`config.mk`:
```
export PLATFORM = sky130hd
export DESIGN_NAME = markov_transition_stats
export DESIGN_NICKNAME = d
export VERILOG_FILES = /design/src/sv/mts_pkg.sv /design/src/sv/mts_datapath.sv /design/src/sv/mts_ctrl.sv /design/src/sv/markov_transition_stats.sv
export SDC_FILE = /design/constraint.sdc
export NUM_CORES = 2
export LEC_CHECK = 0
export BUFFER_PORTS_ARGS = -buffer_cell sky130_fd_sc_hd__buf_2
export CORE_UTILIZATION = 40
export CTS_CLUSTER_SIZE = 40
export DETAILED_ROUTE_END_ITERATION = 16
export SLEW_MARGIN = 20
export SYNTH_ARGS = -nofsm -noshare
export SYNTH_HDL_FRONTEND = slang
export SYNTH_SLANG_ARGS = --single-unit
```
`constraint.sdc`:
```
create_clock -name clk -period 11.4 [get_ports clk]
set_clock_uncertainty 0.1 [all_clocks]
set_input_delay 2.85 -clock clk [delete_from_list [all_inputs] [get_ports clk]]
set_output_delay 2.85 -clock clk [all_outputs]
set_load 0.1 [all_outputs]
```
`src/sv/mts_pkg.sv`:
```
// ----------------------------------------------------------------------------
// mts_pkg
// Shared constants, command and status types for the transition stats block.
// ----------------------------------------------------------------------------
package mts_pkg;

    localparam int NUM_STATES    = 4;
    localparam int ITERATIONS    = 64;
    localparam int COUNT_WIDTH   = 32;
    localparam int FRACTION_BITS = 24;

    localparam int CELLS   = NUM_STATES * NUM_STATES;
    localparam int SW      = $clog2(NUM_STATES);
    localparam int CW      = $clog2(CELLS);
    localparam int ITW     = $clog2(ITERATIONS + 1);
    localparam int PW      = FRACTION_BITS + 1;
    localparam int RTW     = COUNT_WIDTH + SW;
    localparam int QW      = $clog2(FRACTION_BITS + 1);
    localparam int SUMW    = PW + SW;

    localparam logic [1:0] OP_ARM     = 2'd0;
    localparam logic [1:0] OP_OBSERVE = 2'd1;
    localparam logic [1:0] OP_REPORT  = 2'd2;

    // Datapath commands
    localparam logic [3:0] CMD_NONE      = 4'd0;
    localparam logic [3:0] CMD_CLEAR     = 4'd1;
    localparam logic [3:0] CMD_OBSERVE   = 4'd2;
    localparam logic [3:0] CMD_ROW_LOAD  = 4'd3;  // accumulate row total
    localparam logic [3:0] CMD_DIV_START = 4'd4;  // start divider
    localparam logic [3:0] CMD_DIV_STEP  = 4'd5;
    localparam logic [3:0] CMD_STORE_P   = 4'd6;
    localparam logic [3:0] CMD_INIT_VEC  = 4'd7;
    localparam logic [3:0] CMD_MAC       = 4'd8;  // one product into nx
    localparam logic [3:0] CMD_STORE_V   = 4'd9;
    localparam logic [3:0] CMD_EMIT      = 4'd10;
    localparam logic [3:0] CMD_CLR_NX    = 4'd11;
    localparam logic [3:0] CMD_MUL       = 4'd12;  // register product

    typedef struct packed {
        logic [3:0]      cmd;
        logic [CW-1:0]   cidx;    // cell index i*N+j
        logic [SW-1:0]   idx;     // vector index
        logic            div_nx;  // divider source: 1 nx/norm, 0 count/row
        logic            kind;
        logic            last;
        logic            stat_ok;
    } mts_cmd_t;

    typedef struct packed {
        logic any;
        logic norm_zero;
    } mts_status_t;

endpackage

```
`src/sv/mts_datapath.sv`:
```
// ----------------------------------------------------------------------------
// mts_datapath
// Count table, row totals, shared restoring divider and multiply-accumulate.
// ----------------------------------------------------------------------------
module mts_datapath (
    input  logic                   clk,
    input  logic                   rst_n,
    input  mts_pkg::mts_cmd_t      cmd,
    input  logic [2:0]             prev_state,
    input  logic [2:0]             next_state,
    output mts_pkg::mts_status_t   status,
    output logic                   strobe,
    output logic                   entry_kind,
    output logic [1:0]             row,
    output logic [1:0]             column,
    output logic [31:0]            count,
    output logic [16:0]            fraction,
    output logic                   valid_res,
    output logic                   last
);
    import mts_pkg::*;

    logic [COUNT_WIDTH-1:0] cnt_reg [CELLS];
    logic [PW-1:0]          prob_reg [CELLS];
    logic [PW-1:0]          vec_reg [NUM_STATES];
    logic [SUMW-1:0]        nx_reg [NUM_STATES];
    logic [SUMW-1:0]        norm_reg;
    logic [RTW-1:0]         rt_reg;
    logic [RTW:0]           rem_reg;
    logic [RTW-1:0]         den_reg;
    logic [PW-1:0]          q_reg;
    logic                   sat_reg;
    logic [2*PW-1:0]        prod_reg;

    logic                   strobe_reg;
    logic                   kind_reg;
    logic [1:0]             row_reg;
    logic [1:0]             col_reg;
    logic [31:0]            count_reg;
    logic [16:0]            frac_reg;
    logic                   ok_reg;
    logic                   last_reg;

    logic                   any_w;
    logic [SW-1:0]          ci;
    logic [SW-1:0]          cj;
    logic [RTW:0]           rem_sh;
    logic [RTW-1:0]         num_w;
    logic [RTW-1:0]         den_w;
    logic [PW-1:0]          q_out;
    logic [PW-1:0]          out_p;

    assign ci = cmd.cidx[CW-1:SW];
    assign cj = cmd.cidx[SW-1:0];

    always_comb
    begin
        any_w = 1'b0;
        for (int k = 0; k < CELLS; k++)
            any_w = any_w | (cnt_reg[k] != '0);
    end

    assign status.any       = any_w;
    assign status.norm_zero = (norm_reg == '0);

    always_comb
    begin
        if (cmd.div_nx)
        begin
            num_w = RTW'(nx_reg[cmd.idx]);
            den_w = RTW'(norm_reg);
        end
        else
        begin
            num_w = RTW'(cnt_reg[cmd.cidx]);
            den_w = rt_reg;
        end
    end

    assign rem_sh = {rem_reg[RTW-1:0], 1'b0};
    assign q_out  = sat_reg ? PW'(1 << FRACTION_BITS) : q_reg;
    assign out_p  = cmd.kind ? vec_reg[cmd.idx] : prob_reg[cmd.cidx];

    always_ff @(posedge clk or negedge rst_n)
    begin
        if (!rst_n)
        begin
            for (int k = 0; k < CELLS; k++)
                cnt_reg[k] <= '0;
            strobe_reg <= 1'b0;
        end
        else
        begin
            strobe_reg <= (cmd.cmd == CMD_EMIT);
            if (cmd.cmd == CMD_CLEAR)
            begin
                for (int k = 0; k < CELLS; k++)
                    cnt_reg[k] <= '0;
            end
            else if (cmd.cmd == CMD_OBSERVE && !prev_state[2] && !next_state[2])
            begin
                if (cnt_reg[{prev_state[1:0], next_state[1:0]}] != '1)
                    cnt_reg[{prev_state[1:0], next_state[1:0]}] <=
                        cnt_reg[{prev_state[1:0], next_state[1:0]}] + 1'b1;
            end
        end
    end

    always_ff @(posedge clk)
    begin
        case (cmd.cmd)
            CMD_ROW_LOAD:
            begin
                // row total over the four cells of row ci
                rt_reg <= RTW'(cnt_reg[{ci, 2'd0}]) + RTW'(cnt_reg[{ci, 2'd1}])
                        + RTW'(cnt_reg[{ci, 2'd2}]) + RTW'(cnt_reg[{ci, 2'd3}]);
            end
            CMD_DIV_START:
            begin
                rem_reg <= (den_w == '0) ? '0 : {1'b0, num_w};
                den_reg <= den_w;
                q_reg   <= '0;
                sat_reg <= (den_w == '0) ? 1'b0 : (num_w >= den_w);
            end
            CMD_DIV_STEP:
            begin
                if (rem_sh >= {1'b0, den_reg} && den_reg != '0)
                begin
                    rem_reg <= rem_sh - {1'b0, den_reg};
                    q_reg   <= {q_reg[PW-2:0], 1'b1};
                end
                else
                begin
                    rem_reg <= rem_sh;
                    q_reg   <= {q_reg[PW-2:0], 1'b0};
                end
            end
            CMD_STORE_P:
                prob_reg[cmd.cidx] <= q_out;
            CMD_INIT_VEC:
            begin
                for (int k = 0; k < NUM_STATES; k++)
                    vec_reg[k] <= PW'((1 << FRACTION_BITS) / NUM_STATES);
            end
            CMD_CLR_NX:
            begin
                for (int k = 0; k < NUM_STATES; k++)
                    nx_reg[k] <= '0;
                norm_reg <= '0;
            end
            CMD_MUL:
                prod_reg <= vec_reg[ci] * prob_reg[cmd.cidx];
            CMD_MAC:
            begin
                nx_reg[cj] <= nx_reg[cj] + SUMW'(prod_reg >> FRACTION_BITS);
                norm_reg   <= norm_reg + SUMW'(prod_reg >> FRACTION_BITS);
            end
            CMD_STORE_V:
                vec_reg[cmd.idx] <= q_out;
            CMD_EMIT:
            begin
                kind_reg  <= cmd.kind;
                row_reg   <= cmd.kind ? 2'(cmd.idx) : 2'(ci);
                col_reg   <= cmd.kind ? 2'd0 : 2'(cj);
                count_reg <= cmd.kind ? 32'd0 : 32'(cnt_reg[cmd.cidx]);
                ok_reg    <= cmd.stat_ok;
                frac_reg  <= cmd.stat_ok ? 17'(out_p >> (FRACTION_BITS - 16)) : 17'd0;
                last_reg  <= cmd.last;
            end
            default:
            begin
            end
        endcase
    end

    assign strobe     = strobe_reg;
    assign entry_kind = kind_reg;
    assign row        = row_reg;
    assign column     = col_reg;
    assign count      = count_reg;
    assign fraction   = frac_reg;
    assign valid_res  = ok_reg;
    assign last       = last_reg;

`ifndef SYNTHESIS
    a_frac_range: assert property (@(posedge clk) disable iff (!rst_n)
        strobe |-> fraction <= 17'd65536)
        else $error("fraction above one");
    a_invalid_zero: assert property (@(posedge clk) disable iff (!rst_n)
        strobe && !valid_res |-> fraction == 17'd0)
        else $error("invalid result with nonzero fraction");
    a_stat_count: assert property (@(posedge clk) disable iff (!rst_n)
        strobe && entry_kind |-> count == 32'd0 && column == 2'd0)
        else $error("stationary result with count");
`endif

endmodule

```
`src/sv/mts_ctrl.sv`:
```
// ----------------------------------------------------------------------------
// mts_ctrl
// Sequencer for arm, observe and the report walk with power iteration.
// ----------------------------------------------------------------------------
module mts_ctrl (
    input  logic                   clk,
    input  logic                   rst_n,
    input  logic                   start,
    input  logic [1:0]             operation,
    input  mts_pkg::mts_status_t   status,
    output logic                   busy,
    output mts_pkg::mts_cmd_t      cmd
);
    import mts_pkg::*;

    localparam logic [3:0] S_IDLE   = 4'd0;
    localparam logic [3:0] S_RT     = 4'd1;
    localparam logic [3:0] S_PSTART = 4'd2;
    localparam logic [3:0] S_PDIV   = 4'd3;
    localparam logic [3:0] S_PSTORE = 4'd4;
    localparam logic [3:0] S_INIT   = 4'd5;
    localparam logic [3:0] S_MUL    = 4'd6;
    localparam logic [3:0] S_MAC    = 4'd7;
    localparam logic [3:0] S_CHECK  = 4'd8;
    localparam logic [3:0] S_VSTART = 4'd9;
    localparam logic [3:0] S_VDIV   = 4'd10;
    localparam logic [3:0] S_VSTORE = 4'd11;
    localparam logic [3:0] S_EMIT   = 4'd12;

    logic [3:0]     state_reg, state_next;
    logic           armed_reg, armed_next;
    logic [CW-1:0]  cell_reg, cell_next;
    logic [SW-1:0]  idx_reg, idx_next;
    logic [QW-1:0]  step_reg, step_next;
    logic [ITW-1:0] iter_reg, iter_next;
    logic           any_reg, any_next;
    logic           sok_reg, sok_next;
    logic           ekind_reg, ekind_next;

    assign busy = (state_reg != S_IDLE);

    always_comb
    begin
        state_next = state_reg;
        armed_next = armed_reg;
        cell_next  = cell_reg;
        idx_next   = idx_reg;
        step_next  = step_reg;
        iter_next  = iter_reg;
        any_next   = any_reg;
        sok_next   = sok_reg;
        ekind_next = ekind_reg;
        cmd        = '0;
        cmd.cmd    = CMD_NONE;
        cmd.cidx   = cell_reg;
        cmd.idx    = idx_reg;
        cmd.kind   = ekind_reg;
        cmd.div_nx = (state_reg == S_VSTART) || (state_reg == S_VDIV)
                     || (state_reg == S_VSTORE);
        case (state_reg)
            S_IDLE:
            begin
                if (start)
                begin
                    case (operation)
                        OP_ARM:
                        begin
                            if (!armed_reg)
                                cmd.cmd = CMD_CLEAR;
                            armed_next = 1'b1;
                        end
                        OP_OBSERVE:
                        begin
                            if (armed_reg)
                                cmd.cmd = CMD_OBSERVE;
                        end
                        OP_REPORT:
                        begin
                            any_next   = status.any;
                            cell_next  = '0;
                            state_next = S_RT;
                        end
                        default:
                        begin
                        end
                    endcase
                end
            end
            S_RT:
            begin
                cmd.cmd    = CMD_ROW_LOAD;
                state_next = S_PSTART;
            end
            S_PSTART:
            begin
                cmd.cmd    = CMD_DIV_START;
                step_next  = '0;
                state_next = S_PDIV;
            end
            S_PDIV:
            begin
                cmd.cmd   = CMD_DIV_STEP;
                step_next = step_reg + 1'b1;
                if (step_reg == QW'(FRACTION_BITS - 1))
                    state_next = S_PSTORE;
            end
            S_PSTORE:
            begin
                cmd.cmd   = CMD_STORE_P;
                cell_next = cell_reg + 1'b1;
                if (cell_reg == CW'(CELLS - 1))
                    state_next = S_INIT;
                else if (cell_reg[SW-1:0] == SW'(NUM_STATES - 1))
                    state_next = S_RT;
                else
                    state_next = S_PSTART;
            end
            S_INIT:
            begin
                cmd.cmd    = CMD_INIT_VEC;
                sok_next   = any_reg;
                iter_next  = '0;
                cell_next  = '0;
                if (any_reg)
                    state_next = S_MUL;
                else
                begin
                    ekind_next = 1'b0;
                    state_next = S_EMIT;
                end
            end
            S_MUL:
            begin
                cmd.cmd = (cell_reg == '0) ? CMD_CLR_NX : CMD_NONE;
                state_next = S_MAC;
            end
            S_MAC:
            begin
                // product registered here, accumulated in S_CHECK
                cmd.cmd    = CMD_MUL;
                state_next = S_CHECK;
            end
            S_CHECK:
            begin
                cmd.cmd   = CMD_MAC;
                cell_next = cell_reg + 1'b1;
                if (cell_reg == CW'(CELLS - 1))
                begin
                    idx_next   = '0;
                    state_next = S_VSTART;
                end
                else
                    state_next = S_MUL;
            end
            S_VSTART:
            begin
                if (status.norm_zero)
                begin
                    sok_next   = 1'b0;
                    cell_next  = '0;
                    ekind_next = 1'b0;
                    state_next = S_EMIT;
                end
                else
                begin
                    cmd.cmd    = CMD_DIV_START;
                    step_next  = '0;
                    state_next = S_VDIV;
                end
            end
            S_VDIV:
            begin
                cmd.cmd   = CMD_DIV_STEP;
                step_next = step_reg + 1'b1;
                if (step_reg == QW'(FRACTION_BITS - 1))
                    state_next = S_VSTORE;
            end
            S_VSTORE:
            begin
                cmd.cmd  = CMD_STORE_V;
                idx_next = idx_reg + 1'b1;
                if (idx_reg == SW'(NUM_STATES - 1))
                begin
                    iter_next = iter_reg + 1'b1;
                    cell_next = '0;
                    if (iter_reg == ITW'(ITERATIONS - 1))
                    begin
                        ekind_next = 1'b0;
                        state_next = S_EMIT;
                    end
                    else
                        state_next = S_MUL;
                end
                else
                    state_next = S_VSTART;
            end
            S_EMIT:
            begin
                cmd.cmd     = CMD_EMIT;
                cmd.stat_ok = ekind_reg ? sok_reg : any_reg;
                cmd.last    = ekind_reg && (idx_reg == SW'(NUM_STATES - 1));
                if (!ekind_reg)
                begin
                    cell_next = cell_reg + 1'b1;
                    if (cell_reg == CW'(CELLS - 1))
                    begin
                        ekind_next = 1'b1;
                        idx_next   = '0;
                    end
                end
                else
                begin
                    idx_next = idx_reg + 1'b1;
                    if (idx_reg == SW'(NUM_STATES - 1))
                        state_next = S_IDLE;
                end
            end
            default:
                state_next = S_IDLE;
        endcase
    end

    always_ff @(posedge clk or negedge rst_n)
    begin
        if (!rst_n)
        begin
            state_reg <= S_IDLE;
            armed_reg <= 1'b0;
            cell_reg  <= '0;
            idx_reg   <= '0;
            step_reg  <= '0;
            iter_reg  <= '0;
            any_reg   <= 1'b0;
            sok_reg   <= 1'b0;
            ekind_reg <= 1'b0;
        end
        else
        begin
            state_reg <= state_next;
            armed_reg <= armed_next;
            cell_reg  <= cell_next;
            idx_reg   <= idx_next;
            step_reg  <= step_next;
            iter_reg  <= iter_next;
            any_reg   <= any_next;
            sok_reg   <= sok_next;
            ekind_reg <= ekind_next;
        end
    end

`ifndef SYNTHESIS
    a_idle_cmd: assert property (@(posedge clk) disable iff (!rst_n)
        !busy && !start |-> cmd.cmd == CMD_NONE)
        else $error("command issued while idle");
    a_report_busy: assert property (@(posedge clk) disable iff (!rst_n)
        start && !busy && operation == OP_REPORT |=> busy)
        else $error("report did not start");
    a_last_end: assert property (@(posedge clk) disable iff (!rst_n)
        cmd.last |=> !busy)
        else $error("last without return to idle");
`endif

endmodule

```
`src/sv/markov_transition_stats.sv`:
```
// ----------------------------------------------------------------------------
// markov_transition_stats
// 4x4 saturating transition counter with row probabilities and stationary
// vector by power iteration.
// ----------------------------------------------------------------------------
// Arm and observe give no result.
// Report: a row-total step per row and a divider pass per cell for the row
// probabilities, then up to 64 rounds of multiply-accumulate over the 16 cells
// plus a divider pass per state, then 20 results on consecutive cycles; the
// shared 1-bit-per-cycle divider sets the length.
// Reset clears the count table and the armed flag; results cannot be stalled.
module markov_transition_stats (
    input  logic        clk,
    input  logic        rst_n,
    input  logic        start,
    output logic        busy,
    input  logic [1:0]  operation,
    input  logic [2:0]  prev_state,
    input  logic [2:0]  next_state,
    output logic        strobe,
    output logic        entry_kind,
    output logic [1:0]  row,
    output logic [1:0]  column,
    output logic [31:0] count,
    output logic [16:0] fraction,
    output logic        valid_res,
    output logic        last
);
    import mts_pkg::*;

    mts_cmd_t    cmd;
    mts_status_t status;

    mts_ctrl u_ctrl (
        .clk       (clk),
        .rst_n     (rst_n),
        .start     (start),
        .operation (operation),
        .status    (status),
        .busy      (busy),
        .cmd       (cmd)
    );

    mts_datapath u_dp (
        .clk        (clk),
        .rst_n      (rst_n),
        .cmd        (cmd),
        .prev_state (prev_state),
        .next_state (next_state),
        .status     (status),
        .strobe     (strobe),
        .entry_kind (entry_kind),
        .row        (row),
        .column     (column),
        .count      (count),
        .fraction   (fraction),
        .valid_res  (valid_res),
        .last       (last)
    );

endmodule

```
# Word-level counts from Yosys, hierarchy flattened

Memories as Yosys holds them, arrays and structs flattened.
Index checks and enable logic that the tools add are counted.

Memories: 3
Bits of input ports: 11
Flip-flop bits (word level): 800
Bits in latches: 0
Bits in writable memories: 608
ROM bits: 0
Output and inout bits: 58

Memory list:

| memory        | words | bits a word | rd ports | clocked after memory_dff | write ports | line               | source |
|---|---|---|---|---|---|---|---|
| u_dp.prob_reg | 16    | 25          | 1        | 0                        | 1           | mts_datapath.sv:24 | `logic [PW-1:0] prob_reg [CELLS];` |
| u_dp.nx_reg   | 4     | 27          | 2        | 0                        | 4           | mts_datapath.sv:26 | `logic [SUMW-1:0] nx_reg [NUM_STATES];` |
| u_dp.vec_reg  | 4     | 25          | 2        | 0                        | 4           | mts_datapath.sv:25 | `logic [PW-1:0] vec_reg [NUM_STATES];` |

$add $sub $neg: 11
Eq/ne operators: 44
Shift operators: 0
Mux-type cells: 94
Reductions and logical operators: 55
Divide/modulo/power cells: 0
$lt $le $gt $ge: 9
Bitwise logic cells: 21
Multiply operators: 1

Operators with widths:

| operator           | count |
|---|---|
| $mux 512           | 3 |
| $bmux 32 s4        | 6 |
| $bwmux 512         | 1 |
| $reduce_bool 32->1 | 16 |
| $mux 32            | 15 |
| $demux 32 s4       | 1 |
| $mux 25            | 3 |
| $add 34x32->34     | 2 |
| $mux 34            | 2 |
| $mux 4             | 17 |
| $pmux 34 s2        | 1 |
| $add 27x26->27     | 2 |
| $pmux 27 s2        | 1 |
| $pmux 4 s13        | 1 |
| $mul 25x25->50     | 1 |
| $pmux 25 s2        | 1 |
| $pmux 4 s12        | 1 |
| $eq 4x4->1 const B | 11 |
| $ge 35x34->1       | 1 |
| $ge 32x34->1       | 1 |
| $logic_not 34->1   | 1 |
| $reduce_bool 34->1 | 1 |
| $sub 34x34->34     | 1 |
| $add 32x32->33     | 1 |
| 49 further kinds   | 144 |

# Logic depth before layout (Yosys ltp)

Depth after elaboration: 16
Mapped depth: 35
Depth with buffers taken out: 29

# Cells and area by module

From an unflattened synthesis, not the netlist that was laid out.

Cell total of the unflattened synthesis: 8258
Area, all modules: 93403.3 um^2

Modules (own cells, without submodules):

| module       | cells an instance | area an instance (um^2) | times used |
|---|---|---|---|
| mts_datapath | 8029              | 91491.5                 | 1 |
| mts_ctrl     | 229               | 1911.8                  | 1 |

# Least setup slack after synthesis

No wires, ideal clock.

Path kind: register to register
Start point: reg u_ctrl.cell_reg[0]
End point: reg u_dp.prod_reg[43], data pin
Required time: 11.038 ns
Slack: 1.758 ns
Path buffers: 6
Period minus slack after synthesis: 9.642 ns
Arrival time: 9.280 ns
Stages on the path, launching flop included: 34
Cells stage by stage: dfrtp_1 buf_2 buf_4 buf_2 buf_2 buf_1 mux4_2 mux2i_1 nand2_1 o21ai_1 clkbuf_1 nor2_1 fa_1 fa_1 inv_1 fa_1 fa_1 inv_1 fa_1 fa_1 inv_1 fa_1 inv_1 ha_1 a21oi_1 o21ai_0 a2111oi_0 a2111oi_0 o2111ai_1 a211oi_1 nor4b_1 nor2_1 a311oi_1 o22ai_1

Cells in the longest elaborated chain, start to end: 2

RTL lines:

| item                     | line                | source |
|---|---|---|
| start: declaration       | mts_ctrl.sv:32      | `logic [CW-1:0] cell_reg, cell_next;` |
| start signal: assignment | mts_ctrl.sv:241     | `cell_reg <= cell_next;` |
| $mem_v2 16x25            | --                  |  |
| $mul 25x25->50           | mts_datapath.sv:152 | `prod_reg <= vec_reg[ci] * prob_reg[cmd.cidx];` |
| end signal: assignment   | mts_datapath.sv:152 |  |
| end: declaration         | mts_datapath.sv:33  | `logic [2*PW-1:0] prod_reg;` |

No other way between the ends.
A chain may end at the register's enable or synchronous reset.

# Final worst setup path

Same ends and word-level chain as after synthesis.

==> run summary <==
Fmax: 98.3 MHz
Number of I/O port buffers: 68
FF+latch count, synth: 1384
WS Path Type: flop to flop
Die Width: 494 um
Share of async-settable or async-resettable flops after synthesis: 0.389
Post-synthesis area per instance: 11.6 um^2
CTS hold repair buffers: 0
Initial Util: 0.402
CTS tree: built
Clock tree buffer depth: 3
Setup bufs post-CTS: 0
Post-synthesis net count: 9279
Top cells by area, synth: edfxtp_1 (26%), mux4_2 (15%), dfrtp_1 (14%), fa_1 (12%), ha_1 (4.8%)
CP top delay family: adder cells
Crit start category: flop
Final Critical Period: 10.18 ns
Number of remaining DRC errors: 0
# IOs: 69
Compound-Gate Fraction of Synth Area: 0.0729
Root buf cell: clkbuf_16
Critical path endpoint: u_dp.prod_reg[43]$_DFFE_PN_
Synth warn: 0
Slew Limit Headroom: 0.174
Final instance area: 106000 um^2
H-tree depth: 4
R2R Path Start: u_ctrl.cell_reg[0]$_DFFE_PN0P_
HP Class: flop to flop
Post-Synthesis Cells: 8334
DR WL/cell: 26.4 um
Die ar.: 244000 um^2
RSZ-0062 raised after global routing: false
Area growth, synth to finish: 9.71%
Most frequent cell on the critical path: fa_1
Layout cells sized above 1: 0.160
Top cell type by total area after synthesis: edfxtp_1
DIE HEIGHT: 494 um
Vias in the first global route: 69400
Gr usage total: 0.250
Filler cells: 21900
Crit path capture type: flop
Initial antenna violation count: 13
Largest net degree at the start of global routing: 205
Final setup viols: 0
Synth Area in Simple Gates: 0.124
Post-synth EDFFs: 845
Worst R2R End: u_dp.prod_reg[43]$_DFFE_PN_
Reg2Reg Depth: 27
Sequential fraction of the synthesis area: 0.402
Most frequent cells in the layout: inv_1 (875), edfxtp_1 (845), nor2_1 (634)
Setup TNS: 0 ns
Final hold violations: 0
Final ANT Viol Nets: 0
Critical path depth: 27
Bufs and invs on worst path: 6
CTS Buf Count: 154
Worst-path cell with the longest stage delay: mux4_2
Max reg flops: 512
Final wirelength: 304000 um
Placer Congestion: 0.943
Worst Path Max Fanout: 40
Slowest stage delay, CP: 0.81 ns
WP data required: 11.89 ns
Post-Synth XOR/XNOR Area: 0.0163
Top cell type's share of synthesized area: 0.263
Final slew viol count: 0
Clk Latency, worst-skew pair: 0.86 ns
# rows: 180
Top FF cell, synth: edfxtp_1
R2R Setup Slk: 1.22 ns
Placed Area: 100000 um^2
Max Cap Violations: 0
Status: finished, final reports clean
Reg clk slew, reported paths: 0.06 ns
Post-synth cell types: 89
Via count: 69400
Worst path arrival time: 10.67 ns
Mux contribution to synthesized area: 0.162
Core area: 240000 um^2
Worst slew pin tran: 1.24 ns
Global-route wire length before repair: 457000 um
HPWL after DPL: 212000 um
Grt ovf: 0
Most common cell after layout, fill and taps aside: inv_1
Post-CTS sizing: 0
Nets: 9155
DRT iter0 DRCs: 7327
Post-Synth Adder-Cell Area: 0.165
Average via count per standard cell: 6.02
Crit path from: u_ctrl.cell_reg[0]$_DFFE_PN0P_
Mapped Area: 96600 um^2
Period utilization: 0.893
Largest family of logic cells by synthesized area: adder cells
DR pass1 iterations: 6
Sink Count: 1384
kinds of logic after synthesis:
family                   after synthesis
XOR/XNOR                             180
flip-flops                          1384
AND/OR/NAND/NOR                     2452
adder cells (fa/ha/maj)              934
AO/OA/AOI/OAI                       1200
buffers and inverters               1414
multiplexers                         770
cells in the mapped netlist (34+ instances only):
cell and n:
dfrtp_1 539, clkbuf_1 290, fa_1 562, buf_2 82, inv_1 876, mux4_2 628
ha_1 372, nand2_1 562, a21oi_1 199, edfxtp_1 845, mux2i_1 100, nor2b_1 63
buf_1 107, and3_1 34, buf_4 37, o21a_1 55, a21o_1 105, o21ai_1 445
nand3_1 540, nor2_1 650, o21ai_0 193, xnor2_1 111, nand4_1 68, nand2b_1 84
xor2_1 69, nor3_1 56, nor4_1 164, and2_1 96, mux2_2 42
worst min path at each step:
stage,depth (start not counted),startpoint,endpoint
floorplan,1,u_ctrl.armed_reg$_DFFE_PN0P_,u_ctrl.armed_reg$_DFFE_PN0P_
global placement,1,u_ctrl.armed_reg$_DFFE_PN0P_,u_ctrl.armed_reg$_DFFE_PN0P_
detailed placement,1,u_ctrl.armed_reg$_DFFE_PN0P_,u_ctrl.armed_reg$_DFFE_PN0P_
CTS,1,u_ctrl.armed_reg$_DFFE_PN0P_,u_ctrl.armed_reg$_DFFE_PN0P_
global route,1,u_ctrl.armed_reg$_DFFE_PN0P_,u_ctrl.armed_reg$_DFFE_PN0P_
finish,1,u_ctrl.armed_reg$_DFFE_PN0P_,u_ctrl.armed_reg$_DFFE_PN0P_
per-stage QoR:
stage | utilization | setup WS (ns) | instances | hold slack [ns]
after floorplan | - | 1.76 | 8334 | 0.354
after global placement | 0.418 | 1.25 | 11200 | 0.369
after detailed placement | 0.418 | 1.19 | 11200 | 0.379
after CTS | 0.441 | 1.19 | 11500 | 0.390
after global routing | 0.441 | 0.753 | 11500 | 0.422
final | 0.441 | 1.22 | 11500 | 0.390
cell type report:
| type | count | area [um^2] | area share |
|---|---|---|---|
| multi-input cells | 5536 | 52400 | 0.494 |
| diodes | 5 | 12.5 | 0.000118 |
| clock inverters | 84 | 1310 | 0.0124 |
| well taps | 3185 | 3990 | 0.0376 |
| inverters | 878 | 3300 | 0.0311 |
| clock buffers | 198 | 4250 | 0.0400 |
| flip-flops and latches | 1384 | 38900 | 0.367 |
| repair buffers | 256 | 1920 | 0.0181 |
metal layers:
| layer | GRT usage | share of wire | up-vias |
|---|---|---|---|
| met2 | 0.394 | 0.47 | 3375 |
| met4 | 0.0858 | 0.035 | 12 |
| met1 | 0.340 | 0.41 | 35700 |
| li1 | - | - | 29700 |
| met3 | 0.0553 | 0.091 | 572 |
| met5 | 0 | 0.00033 | - |
worst register-to-register path, cell delays in order, from the launching register on:
cell,delay (ns)
dfrtp_4,0.78
buf_12,0.39
mux4_2,0.59
mux4_2,0.81
nand2_1,0.21
fa_1,0.43
inv_1,0.10
fa_1,0.43
inv_1,0.09
fa_1,0.42
fa_1,0.52
inv_1,0.06
fa_1,0.49
fa_1,0.50
inv_1,0.05
fa_1,0.48
inv_1,0.05
ha_1,0.35
a21oi_1,0.21
o21ai_0,0.16
a2111oi_0,0.53
nand2_1,0.15
o2111ai_1,0.74
a211oi_1,0.25
nor4b_1,0.51
nor2_1,0.16
a311oi_1,0.30
o22ai_1,0.11
Power is not shown: default switching activity piles up to over one toggle a cycle in this logic, so the estimate is an artifact.
